<file path="config.mk">
export PLATFORM = sky130hd
export DESIGN_NAME = dual_phase_envelope_compressor_core
export DESIGN_NICKNAME = d
export VERILOG_FILES = /design/src/sv/dpec_pkg.sv /design/src/sv/dpec_div.sv /design/src/sv/dual_phase_envelope_compressor_core.sv
export SDC_FILE = /design/constraint.sdc
export NUM_CORES = 2
export LEC_CHECK = 0
export ABC_CLOCK_PERIOD_IN_PS = 12400
export CAP_MARGIN = 20
export CORE_MARGIN = 1
export CORE_UTILIZATION = 25
export CTS_BUF_LIST = sky130_fd_sc_hd__clkbuf_4
export DETAILED_ROUTE_END_ITERATION = 10
export DONT_BUFFER_PORTS = 1
export PLACE_DENSITY = 0.38
export SLEW_MARGIN = 40
export SYNTH_ARGS = -nofsm -noshare
export SYNTH_HDL_FRONTEND = slang
export SYNTH_SLANG_ARGS = --single-unit
</file>
<file path="constraint.sdc">
create_clock -name clk -period 12.4 [get_ports clk]
set_clock_uncertainty 0.05 [all_clocks]
set_input_delay 1.86 -clock clk [delete_from_list [all_inputs] [get_ports clk]]
set_output_delay 1.86 -clock clk [all_outputs]
set_load 0.02 [all_outputs]
</file>
<file path="src/sv/dpec_pkg.sv">
// Shared types, constants and fixed-point helpers for the envelope compressor.
package dpec_pkg;

  localparam int SAMPLE_W = 24;
  localparam int Q24_W    = 32;
  localparam int OP_W     = 33;
  localparam int ACC_W    = 2 * OP_W;

  localparam int GAIN_W   = 22;
  localparam int MAKEUP_W = 17;
  localparam int SMOOTH_W = 21;
  localparam int WEIGHT_W = 25;
  localparam int CFG_IDX_W  = 2;
  localparam int CFG_DATA_W = GAIN_W;

  localparam logic [CFG_IDX_W-1:0] CFG_IDX_GAIN   = 2'd0;
  localparam logic [CFG_IDX_W-1:0] CFG_IDX_MAKEUP = 2'd1;
  localparam logic [CFG_IDX_W-1:0] CFG_IDX_SMOOTH = 2'd2;

  localparam logic [GAIN_W-1:0]   GAIN_RST   = 22'd65536;
  localparam logic [GAIN_W-1:0]   UNITY_GAIN = 22'd65536;
  localparam logic [MAKEUP_W-1:0] MAKEUP_RST = 17'd65536;
  localparam logic [SMOOTH_W-1:0] SMOOTH_RST = 21'd40265;

  localparam logic [WEIGHT_W-1:0]     ONE_Q24  = 25'd16777216;
  localparam logic signed [Q24_W-1:0] ONE_S32  = 32'sd16777216;
  localparam logic signed [Q24_W-1:0] Q24_MAX  = 32'sh7fffffff;
  localparam logic signed [Q24_W-1:0] Q24_MIN  = 32'sh80000000;
  localparam logic signed [SAMPLE_W-1:0] S24_MAX = 24'sh7fffff;
  localparam logic signed [SAMPLE_W-1:0] S24_MIN = 24'sh800000;

  // golden-ratio blend weights, Q0.24
  localparam logic signed [OP_W-1:0] GOLD_OLD_OP = 33'sd10368890;
  localparam logic signed [OP_W-1:0] GOLD_NEW_OP = 33'sd6408326;
  localparam logic signed [OP_W-1:0] ONE_OP      = 33'sd16777216;

  // reciprocal 2^48 / t; any t at or below 2^17 saturates
  localparam int RECIP_W   = 31;
  localparam int DIV_STEPS = 31;
  localparam int DIV_CNT_W = $clog2(DIV_STEPS);
  localparam logic [DIV_CNT_W-1:0] DIV_LAST    = DIV_CNT_W'(DIV_STEPS - 1);
  localparam logic [RECIP_W-1:0]   DIV_SAT_LIM = 31'd131072;

  typedef enum logic [5:0] {
    ST_IDLE, ST_MX, ST_WX,
    ST_MBP0, ST_MBP1, ST_MBP2, ST_WBP, ST_MSQP, ST_WSQP,
    ST_MBN0, ST_MBN1, ST_MBN2, ST_WBN, ST_MSQN, ST_WSQN,
    ST_MTP0, ST_MTP1, ST_WTP, ST_MTN0, ST_MTN1, ST_WTN,
    ST_DIVGO, ST_DIVWAIT, ST_MSQR, ST_WSQR,
    ST_MC0, ST_MC1, ST_WC, ST_MT0, ST_MT1, ST_WT,
    ST_MY, ST_WY, ST_MO, ST_WO, ST_DONE
  } state_t;

  function automatic logic signed [Q24_W-1:0] sat32(input logic signed [ACC_W-1:0] v);
    logic [ACC_W-Q24_W:0] hi;
    hi = v[ACC_W-1:Q24_W-1];
    if (&hi || ~|hi) return v[Q24_W-1:0];
    return v[ACC_W-1] ? Q24_MIN : Q24_MAX;
  endfunction

  function automatic logic signed [SAMPLE_W-1:0] sat24(input logic signed [ACC_W-1:0] v);
    logic [ACC_W-SAMPLE_W:0] hi;
    hi = v[ACC_W-1:SAMPLE_W-1];
    if (&hi || ~|hi) return v[SAMPLE_W-1:0];
    return v[ACC_W-1] ? S24_MIN : S24_MAX;
  endfunction

  function automatic logic signed [Q24_W-1:0] neg_sat(input logic signed [Q24_W-1:0] v);
    if (v == Q24_MIN) return Q24_MAX;
    return -v;
  endfunction

  function automatic logic signed [OP_W-1:0] sx32(input logic signed [Q24_W-1:0] v);
    return {v[Q24_W-1], v};
  endfunction

endpackage

</file>
<file path="src/sv/dpec_div.sv">
// Restoring divider for the envelope reciprocal 2^48 / t, one quotient bit per cycle.
module dpec_div import dpec_pkg::*; (
  input  logic                    clk,
  input  logic                    rst_n,
  input  logic                    start,
  input  logic signed [Q24_W-1:0] divisor,
  output logic                    done,
  output logic [RECIP_W-1:0]      quotient
);

  logic                 run_r, run_nxt;
  logic                 done_r, done_nxt;
  logic [DIV_CNT_W-1:0] cnt_r;
  logic [RECIP_W-1:0]   rem_r, div_r, q_r;
  logic [RECIP_W:0]     trial;
  logic                 fits;
  logic                 sat_case;

  assign trial    = {rem_r, 1'b0};
  assign fits     = (trial >= {1'b0, div_r});
  assign sat_case = divisor[Q24_W-1] || (divisor[RECIP_W-1:0] <= DIV_SAT_LIM);

  always_comb begin
    run_nxt  = run_r;
    done_nxt = 1'b0;
    if (start) begin
      run_nxt  = !sat_case;
      done_nxt = sat_case;
    end else if (run_r && cnt_r == DIV_LAST) begin
      run_nxt  = 1'b0;
      done_nxt = 1'b1;
    end
  end

  always_ff @(posedge clk) begin
    if (!rst_n) begin
      run_r  <= 1'b0;
      done_r <= 1'b0;
    end else begin
      run_r  <= run_nxt;
      done_r <= done_nxt;
    end
  end

  always_ff @(posedge clk) begin
    if (start) begin
      // upper partial remainder is 2^48 >> 31, already below t
      rem_r <= DIV_SAT_LIM;
      div_r <= divisor[RECIP_W-1:0];
      cnt_r <= '0;
      q_r   <= sat_case ? '1 : '0;
    end else if (run_r) begin
      rem_r <= fits ? RECIP_W'(trial - {1'b0, div_r}) : trial[RECIP_W-1:0];
      q_r   <= {q_r[RECIP_W-2:0], fits};
      cnt_r <= cnt_r + 1'b1;
    end
  end

  assign done     = done_r;
  assign quotient = q_r;

endmodule

</file>
<file path="src/sv/dual_phase_envelope_compressor_core.sv">
// Top level of the dual-phase envelope compressor: sequencer around one shared MAC.
//
//  channel  | signals                                   | direction
//  ---------+-------------------------------------------+----------
//  input    | in_valid, in_stall, in_sample_in[23:0]    | in
//  result   | out_valid, out_stall, out_sample_out[23:0]| out
//  config   | cfg_valid, cfg_ready, cfg_index, cfg_data | in
//
// Each sample runs through the sequencer steps on the single 33x33 multiplier and waits
// for the bit-serial divider; the input stays stalled until the sample is finished.
// When the reciprocal saturates the divider finishes at once; a bypassed sample (input
// gain at or below unity) goes straight to the output step.
// Reset is synchronous: all envelopes and control gains return to 1.0.
// A held out_stall keeps the sequencer in its last step until the output register frees.
module dual_phase_envelope_compressor_core import dpec_pkg::*; (
  input  logic                       clk,
  input  logic                       rst_n,
  input  logic                       in_valid,
  output logic                       in_stall,
  input  logic signed [SAMPLE_W-1:0] in_sample_in,
  output logic                       out_valid,
  input  logic                       out_stall,
  output logic signed [SAMPLE_W-1:0] out_sample_out,
  input  logic                       cfg_valid,
  output logic                       cfg_ready,
  input  logic [CFG_IDX_W-1:0]       cfg_index,
  input  logic [CFG_DATA_W-1:0]      cfg_data
);

  state_t state_r, state_nxt;

  logic [GAIN_W-1:0]   gain_r;
  logic [MAKEUP_W-1:0] makeup_r;
  logic [SMOOTH_W-1:0] smooth_r;

  logic                    phase_r;
  logic signed [Q24_W-1:0] prev_r;
  logic signed [Q24_W-1:0] target_pos_r, target_neg_r;
  logic signed [Q24_W-1:0] ctrl_a_pos_r, ctrl_a_neg_r, ctrl_b_pos_r, ctrl_b_neg_r;

  logic signed [SAMPLE_W-1:0] s_r, res_r;
  logic signed [Q24_W-1:0]    x_r, xn_r, pn_r, tmp_r, sqp_r, sqn_r;
  logic                       xpos_r;
  logic [WEIGHT_W-1:0]        wpos_r, wneg_r;

  logic signed [ACC_W-1:0] acc_r, prod, sh12, sh20, sh24;
  logic signed [OP_W-1:0]  op_a, op_b;
  logic                    acc_clr, mac_en, div_start;

  logic                    out_valid_r;
  logic signed [SAMPLE_W-1:0] out_data_r;
  logic                    out_free;

  logic [WEIGHT_W-1:0]        hold;
  logic signed [Q24_W-1:0]    ctrl_sel, x_sat, lvl;
  logic [RECIP_W-1:0]         half;
  logic [WEIGHT_W-1:0]        weight;
  logic                       bypass;
  logic                       div_done;
  logic [RECIP_W-1:0]         recip;

  dpec_div u_div (
    .clk      (clk),
    .rst_n    (rst_n),
    .start    (div_start),
    .divisor  (xpos_r ? target_pos_r : target_neg_r),
    .done     (div_done),
    .quotient (recip)
  );

  assign hold     = ONE_Q24 - {4'b0, smooth_r};
  assign bypass   = (gain_r <= UNITY_GAIN);
  assign out_free = !out_valid_r || !out_stall;
  assign prod     = op_a * op_b;
  assign sh12     = acc_r >>> 12;
  assign sh20     = acc_r >>> 20;
  assign sh24     = acc_r >>> 24;
  assign x_sat    = sat32(sh12);

  // clamped blend level and its weight min(level/2, 1)
  always_comb begin
    lvl    = sat32(sh24);
    if (lvl[Q24_W-1]) lvl = '0;
    half   = lvl[Q24_W-1:1];
    weight = (half > {6'b0, ONE_Q24}) ? ONE_Q24 : half[WEIGHT_W-1:0];
  end

  always_comb begin
    unique case ({xpos_r, phase_r})
      2'b11:   ctrl_sel = ctrl_a_pos_r;
      2'b10:   ctrl_sel = ctrl_b_pos_r;
      2'b01:   ctrl_sel = ctrl_a_neg_r;
      default: ctrl_sel = ctrl_b_neg_r;
    endcase
  end

  // next state
  always_comb begin
    state_nxt = state_r;
    unique case (state_r)
      ST_IDLE:    if (in_valid) state_nxt = bypass ? ST_DONE : ST_MX;
      ST_MX:      state_nxt = ST_WX;
      ST_WX:      state_nxt = ST_MBP0;
      ST_MBP0:    state_nxt = ST_MBP1;
      ST_MBP1:    state_nxt = ST_MBP2;
      ST_MBP2:    state_nxt = ST_WBP;
      ST_WBP:     state_nxt = ST_MSQP;
      ST_MSQP:    state_nxt = ST_WSQP;
      ST_WSQP:    state_nxt = ST_MBN0;
      ST_MBN0:    state_nxt = ST_MBN1;
      ST_MBN1:    state_nxt = ST_MBN2;
      ST_MBN2:    state_nxt = ST_WBN;
      ST_WBN:     state_nxt = ST_MSQN;
      ST_MSQN:    state_nxt = ST_WSQN;
      ST_WSQN:    state_nxt = ST_MTP0;
      ST_MTP0:    state_nxt = ST_MTP1;
      ST_MTP1:    state_nxt = ST_WTP;
      ST_WTP:     state_nxt = ST_MTN0;
      ST_MTN0:    state_nxt = ST_MTN1;
      ST_MTN1:    state_nxt = ST_WTN;
      ST_WTN:     state_nxt = ST_DIVGO;
      ST_DIVGO:   state_nxt = ST_DIVWAIT;
      ST_DIVWAIT: if (div_done) state_nxt = ST_MSQR;
      ST_MSQR:    state_nxt = ST_WSQR;
      ST_WSQR:    state_nxt = ST_MC0;
      ST_MC0:     state_nxt = ST_MC1;
      ST_MC1:     state_nxt = ST_WC;
      ST_WC:      state_nxt = ST_MT0;
      ST_MT0:     state_nxt = ST_MT1;
      ST_MT1:     state_nxt = ST_WT;
      ST_WT:      state_nxt = ST_MY;
      ST_MY:      state_nxt = ST_WY;
      ST_WY:      state_nxt = ST_MO;
      ST_MO:      state_nxt = ST_WO;
      ST_WO:      state_nxt = ST_DONE;
      ST_DONE:    if (out_free) state_nxt = ST_IDLE;
      default:    state_nxt = ST_IDLE;
    endcase
  end

  // outputs: MAC operands and strobes
  always_comb begin
    op_a      = '0;
    op_b      = '0;
    acc_clr   = 1'b0;
    mac_en    = 1'b0;
    div_start = 1'b0;
    unique case (state_r)
      ST_MX: begin
        op_a = OP_W'(s_r); op_b = {11'b0, gain_r}; acc_clr = 1'b1; mac_en = 1'b1;
      end
      ST_MBP0: begin
        op_a = sx32(x_r); op_b = GOLD_OLD_OP; acc_clr = 1'b1; mac_en = 1'b1;
      end
      ST_MBP1: begin
        op_a = sx32(prev_r); op_b = GOLD_NEW_OP; mac_en = 1'b1;
      end
      ST_MBN0: begin
        op_a = sx32(xn_r); op_b = GOLD_OLD_OP; acc_clr = 1'b1; mac_en = 1'b1;
      end
      ST_MBN1: begin
        op_a = sx32(pn_r); op_b = GOLD_NEW_OP; mac_en = 1'b1;
      end
      ST_MBP2, ST_MBN2: begin
        // adds 1.0 after the >>24
        op_a = ONE_OP; op_b = ONE_OP; mac_en = 1'b1;
      end
      ST_MSQP, ST_MSQN: begin
        op_a = sx32(tmp_r); op_b = sx32(tmp_r); acc_clr = 1'b1; mac_en = 1'b1;
      end
      ST_MTP0: begin
        op_a = sx32(target_pos_r); op_b = {8'b0, hold}; acc_clr = 1'b1; mac_en = 1'b1;
      end
      ST_MTP1: begin
        op_a = sx32(sqp_r); op_b = {12'b0, smooth_r}; mac_en = 1'b1;
      end
      ST_MTN0: begin
        op_a = sx32(target_neg_r); op_b = {8'b0, hold}; acc_clr = 1'b1; mac_en = 1'b1;
      end
      ST_MTN1: begin
        op_a = sx32(sqn_r); op_b = {12'b0, smooth_r}; mac_en = 1'b1;
      end
      ST_DIVGO: div_start = 1'b1;
      ST_MSQR: begin
        op_a = {2'b0, recip}; op_b = {2'b0, recip}; acc_clr = 1'b1; mac_en = 1'b1;
      end
      ST_MC0: begin
        op_a = sx32(ctrl_sel); op_b = {8'b0, hold}; acc_clr = 1'b1; mac_en = 1'b1;
      end
      ST_MC1: begin
        op_a = sx32(tmp_r); op_b = {12'b0, smooth_r}; mac_en = 1'b1;
      end
      ST_MT0: begin
        op_a = sx32(phase_r ? ctrl_a_pos_r : ctrl_b_pos_r); op_b = {8'b0, wpos_r};
        acc_clr = 1'b1; mac_en = 1'b1;
      end
      ST_MT1: begin
        op_a = sx32(phase_r ? ctrl_a_neg_r : ctrl_b_neg_r); op_b = {8'b0, wneg_r};
        mac_en = 1'b1;
      end
      ST_MY: begin
        op_a = sx32(x_r); op_b = sx32(tmp_r); acc_clr = 1'b1; mac_en = 1'b1;
      end
      ST_MO: begin
        op_a = sx32(tmp_r); op_b = {16'b0, makeup_r}; acc_clr = 1'b1; mac_en = 1'b1;
      end
      default: ;
    endcase
  end

  assign in_stall  = (state_r != ST_IDLE);
  assign cfg_ready = 1'b1;

  // control state
  always_ff @(posedge clk) begin
    if (!rst_n) begin
      state_r      <= ST_IDLE;
      gain_r       <= GAIN_RST;
      makeup_r     <= MAKEUP_RST;
      smooth_r     <= SMOOTH_RST;
      phase_r      <= 1'b0;
      prev_r       <= '0;
      target_pos_r <= ONE_S32;
      target_neg_r <= ONE_S32;
      ctrl_a_pos_r <= ONE_S32;
      ctrl_a_neg_r <= ONE_S32;
      ctrl_b_pos_r <= ONE_S32;
      ctrl_b_neg_r <= ONE_S32;
      out_valid_r  <= 1'b0;
    end else begin
      state_r <= state_nxt;
      if (cfg_valid && cfg_ready) begin
        unique case (cfg_index)
          CFG_IDX_GAIN:   gain_r   <= cfg_data;
          CFG_IDX_MAKEUP: makeup_r <= cfg_data[MAKEUP_W-1:0];
          CFG_IDX_SMOOTH: smooth_r <= cfg_data[SMOOTH_W-1:0];
          default: ;
        endcase
      end
      unique case (state_r)
        ST_WX:  phase_r      <= !phase_r;
        ST_WBP: prev_r       <= x_r;
        ST_WTP: target_pos_r <= sat32(sh24);
        ST_WTN: target_neg_r <= sat32(sh24);
        ST_WC: begin
          unique case ({xpos_r, phase_r})
            2'b11:   ctrl_a_pos_r <= sat32(sh24);
            2'b10:   ctrl_b_pos_r <= sat32(sh24);
            2'b01:   ctrl_a_neg_r <= sat32(sh24);
            default: ctrl_b_neg_r <= sat32(sh24);
          endcase
        end
        default: ;
      endcase
      if (state_r == ST_DONE && out_free) out_valid_r <= 1'b1;
      else if (!out_stall)                 out_valid_r <= 1'b0;
    end
  end

  // working registers
  always_ff @(posedge clk) begin
    if (mac_en) acc_r <= (acc_clr ? '0 : acc_r) + prod;
    unique case (state_r)
      ST_IDLE: begin
        s_r   <= in_sample_in;
        res_r <= in_sample_in;
      end
      ST_WX: begin
        x_r    <= x_sat;
        xn_r   <= neg_sat(x_sat);
        pn_r   <= neg_sat(prev_r);
        xpos_r <= !x_sat[Q24_W-1] && (|x_sat);
      end
      ST_WBP: begin
        tmp_r  <= lvl;
        wpos_r <= weight;
      end
      ST_WBN: begin
        tmp_r  <= lvl;
        wneg_r <= weight;
      end
      ST_WSQP: sqp_r <= sat32(sh24);
      ST_WSQN: sqn_r <= sat32(sh24);
      ST_WSQR, ST_WT, ST_WY: tmp_r <= sat32(sh24);
      ST_WO:   res_r <= sat24(sh20);
      default: ;
    endcase
    if (state_r == ST_DONE && out_free) out_data_r <= res_r;
  end

  assign out_valid      = out_valid_r;
  assign out_sample_out = out_data_r;

endmodule

</file>
# After elaboration in Yosys (flattened, before gate mapping)

Index checks and enable logic that the tools add are counted.

Add/subtract/negate cells: 6
Multiply operators: 1
Magnitude comparators: 4
Eq/ne operators: 47
Muxes and demuxes: 76
Bitwise gates (word level): 1
Reductions and logical operators: 47

Operators with widths:

| kind                     | count |
|---|---|
| $mux W32                 | 21 |
| $pmux W33 S15            | 1 |
| $pmux W33 S11            | 1 |
| $pmux W6 S36             | 1 |
| $mux W31                 | 5 |
| $eq A6 B5 Y1 const B     | 16 |
| $pmux W32 S3             | 1 |
| $mux W24                 | 3 |
| $add A66 B66 Y66         | 1 |
| $mul A33 B33 Y66         | 1 |
| $mux W66                 | 1 |
| $eq A32 B32 Y1 const B   | 2 |
| $neg A32 Y32             | 2 |
| $pmux W32 S2             | 1 |
| $eq A6 B4 Y1 const B     | 8 |
| $pmux W24 S2             | 1 |
| $mux W1                  | 35 |
| $ge A32 B31 Y1           | 1 |
| $reduce_or A32 Y1        | 1 |
| $gt A31 B25 Y1 const B   | 1 |
| $le A31 B18 Y1 const B   | 1 |
| $sub A31 B31 Y31         | 1 |
| $mux W25                 | 1 |
| $sub A25 B21 Y25 const A | 1 |
| 31 further kinds         | 74 |

Bits in registers: 773
Input port bits: 53
Output and inout port bits: 27
Word-level logic and storage cells: 214

# Longest topological paths before layout

Depth after elaboration: 9
Depth in mapped cells: 42
Mapped depth without buffers: 37

# Cells and area by module

A second synthesis with hierarchy kept.

Cell total of the unflattened synthesis: 8,382
Area total of the unflattened synthesis: 78,955.7 sq um

Modules (own cells, without submodules):

| module                              | instances | cells an instance | area an instance (sq um) | seq. area each (sq um) |
|---|---|---|---|---|
| dual_phase_envelope_compressor_core | 1         | 7,743             | 72,977.5                 | 17,286.6 |
| dpec_div                            | 1         | 639               | 5,978.2                  | 2,622.5 |

# Worst setup path before layout

OpenSTA, ideal clock, no wires.

Path kind: register to register
Start: reg state_r[5]
End: reg acc_r[64], data pin
Arrival: 9.595 ns
Required time: 12.092 ns
Slack: 2.498 ns
Stages on the path, launching flop included: 32
Buffers on the path: 5
Cells stage by stage: dfxtp_1 > buf_2 > buf_1 > clkbuf_1 > clkbuf_1 > mux2i_1 > nor2_1 > a221oi_1 > nand3_1 > clkbuf_1 > nand2_1 > inv_1 > fa_1 > fa_1 > inv_1 > fa_1 > fa_1 > fa_1 > fa_1 > fa_1 > fa_1 > inv_1 > ha_1 > and3_1 > nand2_1 > nor2_1 > o21ai_0 > o31ai_1 > a21oi_1 > o21ai_0 > a21oi_1 > xnor2_1

Cells in the longest elaborated chain, start to end: 5
Elaborated cells on any way between the ends: 35
Those cells by class: add/sub: 1; mul: 1; eq/ne: 20; mux: 4; reduce/logical: 9

RTL lines:

| element                                             | line                                                                                  | text |
|---|---|---|
| start: declaration                                  | dual_phase_envelope_compressor_core.sv:30                                             | `state_t state_r, state_nxt;` |
| start signal: assignment                            | dual_phase_envelope_compressor_core.sv:231                                            | `state_r <= state_nxt;` |
| $eq A6 B6 Y1 (tied with other cells)                | dual_phase_envelope_compressor_core.sv:148                                            | `unique case (state_r)` |
| $reduce_or A4 Y1 (no line) (tied with other cells)  | n/a                                                                                   |  |
| $pmux W33 S15 (tied with other cells)               | dual_phase_envelope_compressor_core.sv:148                                            |  |
| $mul A33 B33 Y66 / $mux W66 (equally long branches) | dual_phase_envelope_compressor_core.sv:74, dual_phase_envelope_compressor_core.sv:262 |  |
| $add A66 B66 Y66 (*)                                | dual_phase_envelope_compressor_core.sv:262                                            | `if (mac_en) acc_r <= (acc_clr ? '0 : acc_r) + prod;` |
| end signal: assignment                              | dual_phase_envelope_compressor_core.sv:262                                            |  |
| end: declaration                                    | dual_phase_envelope_compressor_core.sv:46                                             | `logic signed [ACC_W-1:0] acc_r, prod, sh12, sh20, sh24;` |

Mark *: on every way between the ends. The rest lies on a longest branch, timed or not.
A chain may end at the register's enable or synchronous reset.

# Worst setup path in the final report

Start: reg smooth_r[1]
End: reg acc_r[58], data pin

Cells in the longest elaborated chain, start to end: 4

RTL lines:

| element                  | line                                       | text |
|---|---|---|
| start: declaration       | dual_phase_envelope_compressor_core.sv:34  | `logic [SMOOTH_W-1:0] smooth_r;` |
| start signal: assignment | dual_phase_envelope_compressor_core.sv:236 | `CFG_IDX_SMOOTH: smooth_r <= cfg_data[SMOOTH_W-1:0];` |
| $sub A25 B21 Y25         | dual_phase_envelope_compressor_core.sv:71  | `assign hold = ONE_Q24 - {4'b0, smooth_r};` |
| $pmux W33 S11 (*)        | dual_phase_envelope_compressor_core.sv:148 |  |
| $mul A33 B33 Y66 (*)     | dual_phase_envelope_compressor_core.sv:74  | `assign prod = op_a * op_b;` |
| $add A66 B66 Y66 (*)     | dual_phase_envelope_compressor_core.sv:262 |  |

Marked as above.

==> run metrics <==
status=finished, violations left; failing checks=DRC; Tcrit/Tclk final=0.947; total grt overflow=0; post-route antenna net violation count=0; Worst-Margin Slew=960 ps; post-route insts no fill=12.6k; CTS tree=built; top-level port count=80; synth warn=0; critical path peak fanout=14; hold crit path type=flop to flop; cell taking the most area after synthesis=fa_1; largest family of logic cells by synthesized area=adder cells; antenna violations before repair=24; worst path required time=~13000 ps; CTS clk-pin slew, worst paths=70 ps; share of layout cells above drive strength 1=0.101; DP Worst Slack=between 500 and 600 ps; Post-synth top flop=edfxtp_1; critical path endpoint category=flop; final worst slack=roughly 660 ps; Die W=approximately 560 um; DP Wirelength=about 260000 um; Post-Synth XOR/XNOR Area=0.0192; area growth from synthesis to layout=11.9%; area share of the largest cell type after synthesis=0.317; largest register by flop count=acc_r; CP peak stage delay=~730 ps; synthesized area=between 70000 and 80000 um^2; drt initial violations=roughly 5.5k; die area=about 310000 um^2; Gate Count Post-Synth=just over 8k; initial core utilization=0.251; IO Port Bufs=0; Crit Path Category=flop to flop; Max Cap Viol=0; register bit total from synthesis=773; post-cts repair resize count=0; ys async rst share=0; Final Hold Vio Count=0; Compound-Gate Fraction of Synth Area=0.100; All-Layer GR Usage=0.209; max FFs per register=66; Most Frequent Cell on Critical Path=fa_1; clock buffer count from CTS=between 200 and 250; vias in the first global route=~63k; Final setup viols=0; die height=559 um; worst rel slew slack=0.353; Post-synth EDFFs=approximately 440; Synth Net Count=9764; Worst Setup Start Kind=flop; post-synthesis mux area share=0.0287; CTS Sinks=around 770; fin crit period=about 12000 ps; register area share after synthesis=0.257; WL per Instance=between 20 and 30 um; # Post-CTS Setup Buffers=0; TNS Setup=0 ps; vias per cell=a little under 5; Pre-antenna DRT Iters=9; Final nets=slightly below 10k; highest achievable clock rate=0.0852 GHz; adder-cell area share of the yosys netlist=0.360; Critical-path top delay cell=a211oi_4; via count=~60k; Post-Syn Area per Cell=between 9 and 10 um^2; RSZ-0062 raised after global routing=no; synth unique cells=91; worst skew pair latency=1200 ps; largest net degree at the start of global routing=295; FP Rows=204; H-tree level count=4; placed cell count=~12k; Residual DRC=32; crit path DAT=around 13000 ps; hold-fix buffers at CTS=0; Post-Route WL=around 330000 um; Synth Area in Simple Gates=0.143; top area cells in the synthesized netlist=fa_1 32%, edfxtp_1 17%, dfxtp_1 8.5%; core footprint=309000 um^2; CTS Buffer Depth=4; first-pass GRT wire length=~470000 um; Final Max Slew Viols=0; Clk Tree Root Cell=clkbuf_4; Routability Congestion=0.891
## cell usage in the layout (no fill, tap or decap), drive strengths merged, types with 49 or more instances in the layout
master	Yosys	final
a21oi	205	205
a21boi	106	106
inv	1426	1428
a221oi	65	65
a22oi	82	82
o21ai	284	284
mux2i	94	94
and2	186	186
buf	53	288
nand4	49	49
mux2	52	52
dfxtp	330	330
fa	1230	1230
ha	268	268
nor2	773	773
clkbuf	412	335
nand3	86	86
nand2	1208	1208
xor2	69	69
o211a	70	70
xnor2	101	101
edfxtp	443	443
a21o	74	74
nor3	55	55
## per-layer routing
layer | share of wire | global-route usage | wire length, um | vias to the layer above
met5 | 0 | 0 | 0 | -
li1 | - | - | - | 26345
met2 | 0.47 | 0.339 | 153000 | 2006
met4 | 0.022 | 0.0462 | 7070 | 0
met3 | 0.057 | 0.0288 | 18900 | 312
met1 | 0.45 | 0.295 | 149000 | 31771
## synth_stat cells, drive strengths merged, types with 9 or more instances
| cell | instances |
|---|---|
| a31oi | 18 |
| o211ai | 21 |
| edfxtp | 443 |
| xor2 | 69 |
| nor2b | 25 |
| ha | 268 |
| and4 | 20 |
| buf | 53 |
| o2111ai | 9 |
| nand2 | 1208 |
| a222oi | 15 |
| mux4 | 31 |
| dfxtp | 330 |
| and2 | 186 |
| nand4 | 49 |
| mux2i | 94 |
| o22ai | 9 |
| inv | 1426 |
| a21oi | 205 |
| nand3 | 86 |
| a22oi | 82 |
| o21bai | 14 |
| a21o | 74 |
| fa | 1230 |
| and3 | 29 |
| xnor2 | 101 |
| nor4 | 36 |
| clkbuf | 412 |
| a221oi | 65 |
| o31ai | 16 |
| a21boi | 106 |
| o211a | 70 |
| a22o | 16 |
| o21a | 15 |
| mux2 | 52 |
| a2111oi | 20 |
| nand2b | 42 |
| nor3 | 55 |
| a221o | 11 |
| a211oi | 28 |
| or3 | 20 |
| o21ai | 284 |
| nor2 | 773 |
## logic make-up after synthesis
group | count (synthesis)
simple gates | 2570
buf+inv | 1895
flops | 773
mux | 177
xor+xnor | 170
other cells | 1
compound gates | 1129
fa+ha+maj | 1498
## final timing paths
check / startpoint / cells past startpoint / slack [ps] / endpoint
max: smooth_r[1] / 35 / 660 / acc_r[58]
min reg2reg: res_r[8] / 0 / 330 / out_sample_out[8]
max reg2reg: smooth_r[1] / 35 / 660 / acc_r[58]
min: res_r[8] / 0 / 330 / out_sample_out[8]
## per-stage QoR
step | cell area, um^2 | hold WS, ps | util
after detailed placement | 84000 | 355 | 0.272
after global routing | 86800 | 349 | 0.281
after floorplan | 77600 | 350 | -
after global placement | 83700 | 356 | 0.271
final | 86900 | 334 | 0.281
after CTS | 86800 | 350 | 0.281
## cell type report
type | count | area (um^2)
fillers | 33197 | 222000
multi-input cells | 5545 | 51100
flip-flops and latches | 773 | 19900
inverters | 1430 | 5370
well taps | 4120 | 5150
clock buffers | 335 | 2510
repair buffers | 288 | 2410
clock inverters | 49 | 305
diodes | 23 | 57.6
## critical path, delay by kind of cell (launching register included)
kind / cells / cell delay, ps
flops: 1 / 360
buf+inv: 6 / 660
compound gates: 10 / 3310
simple gates: 8 / 2370
fa+ha+maj: 10 / 4600
xor+xnor: 1 / 80
Power is not shown: default switching activity piles up to over one toggle a cycle in this logic, so the estimate is an artifact.
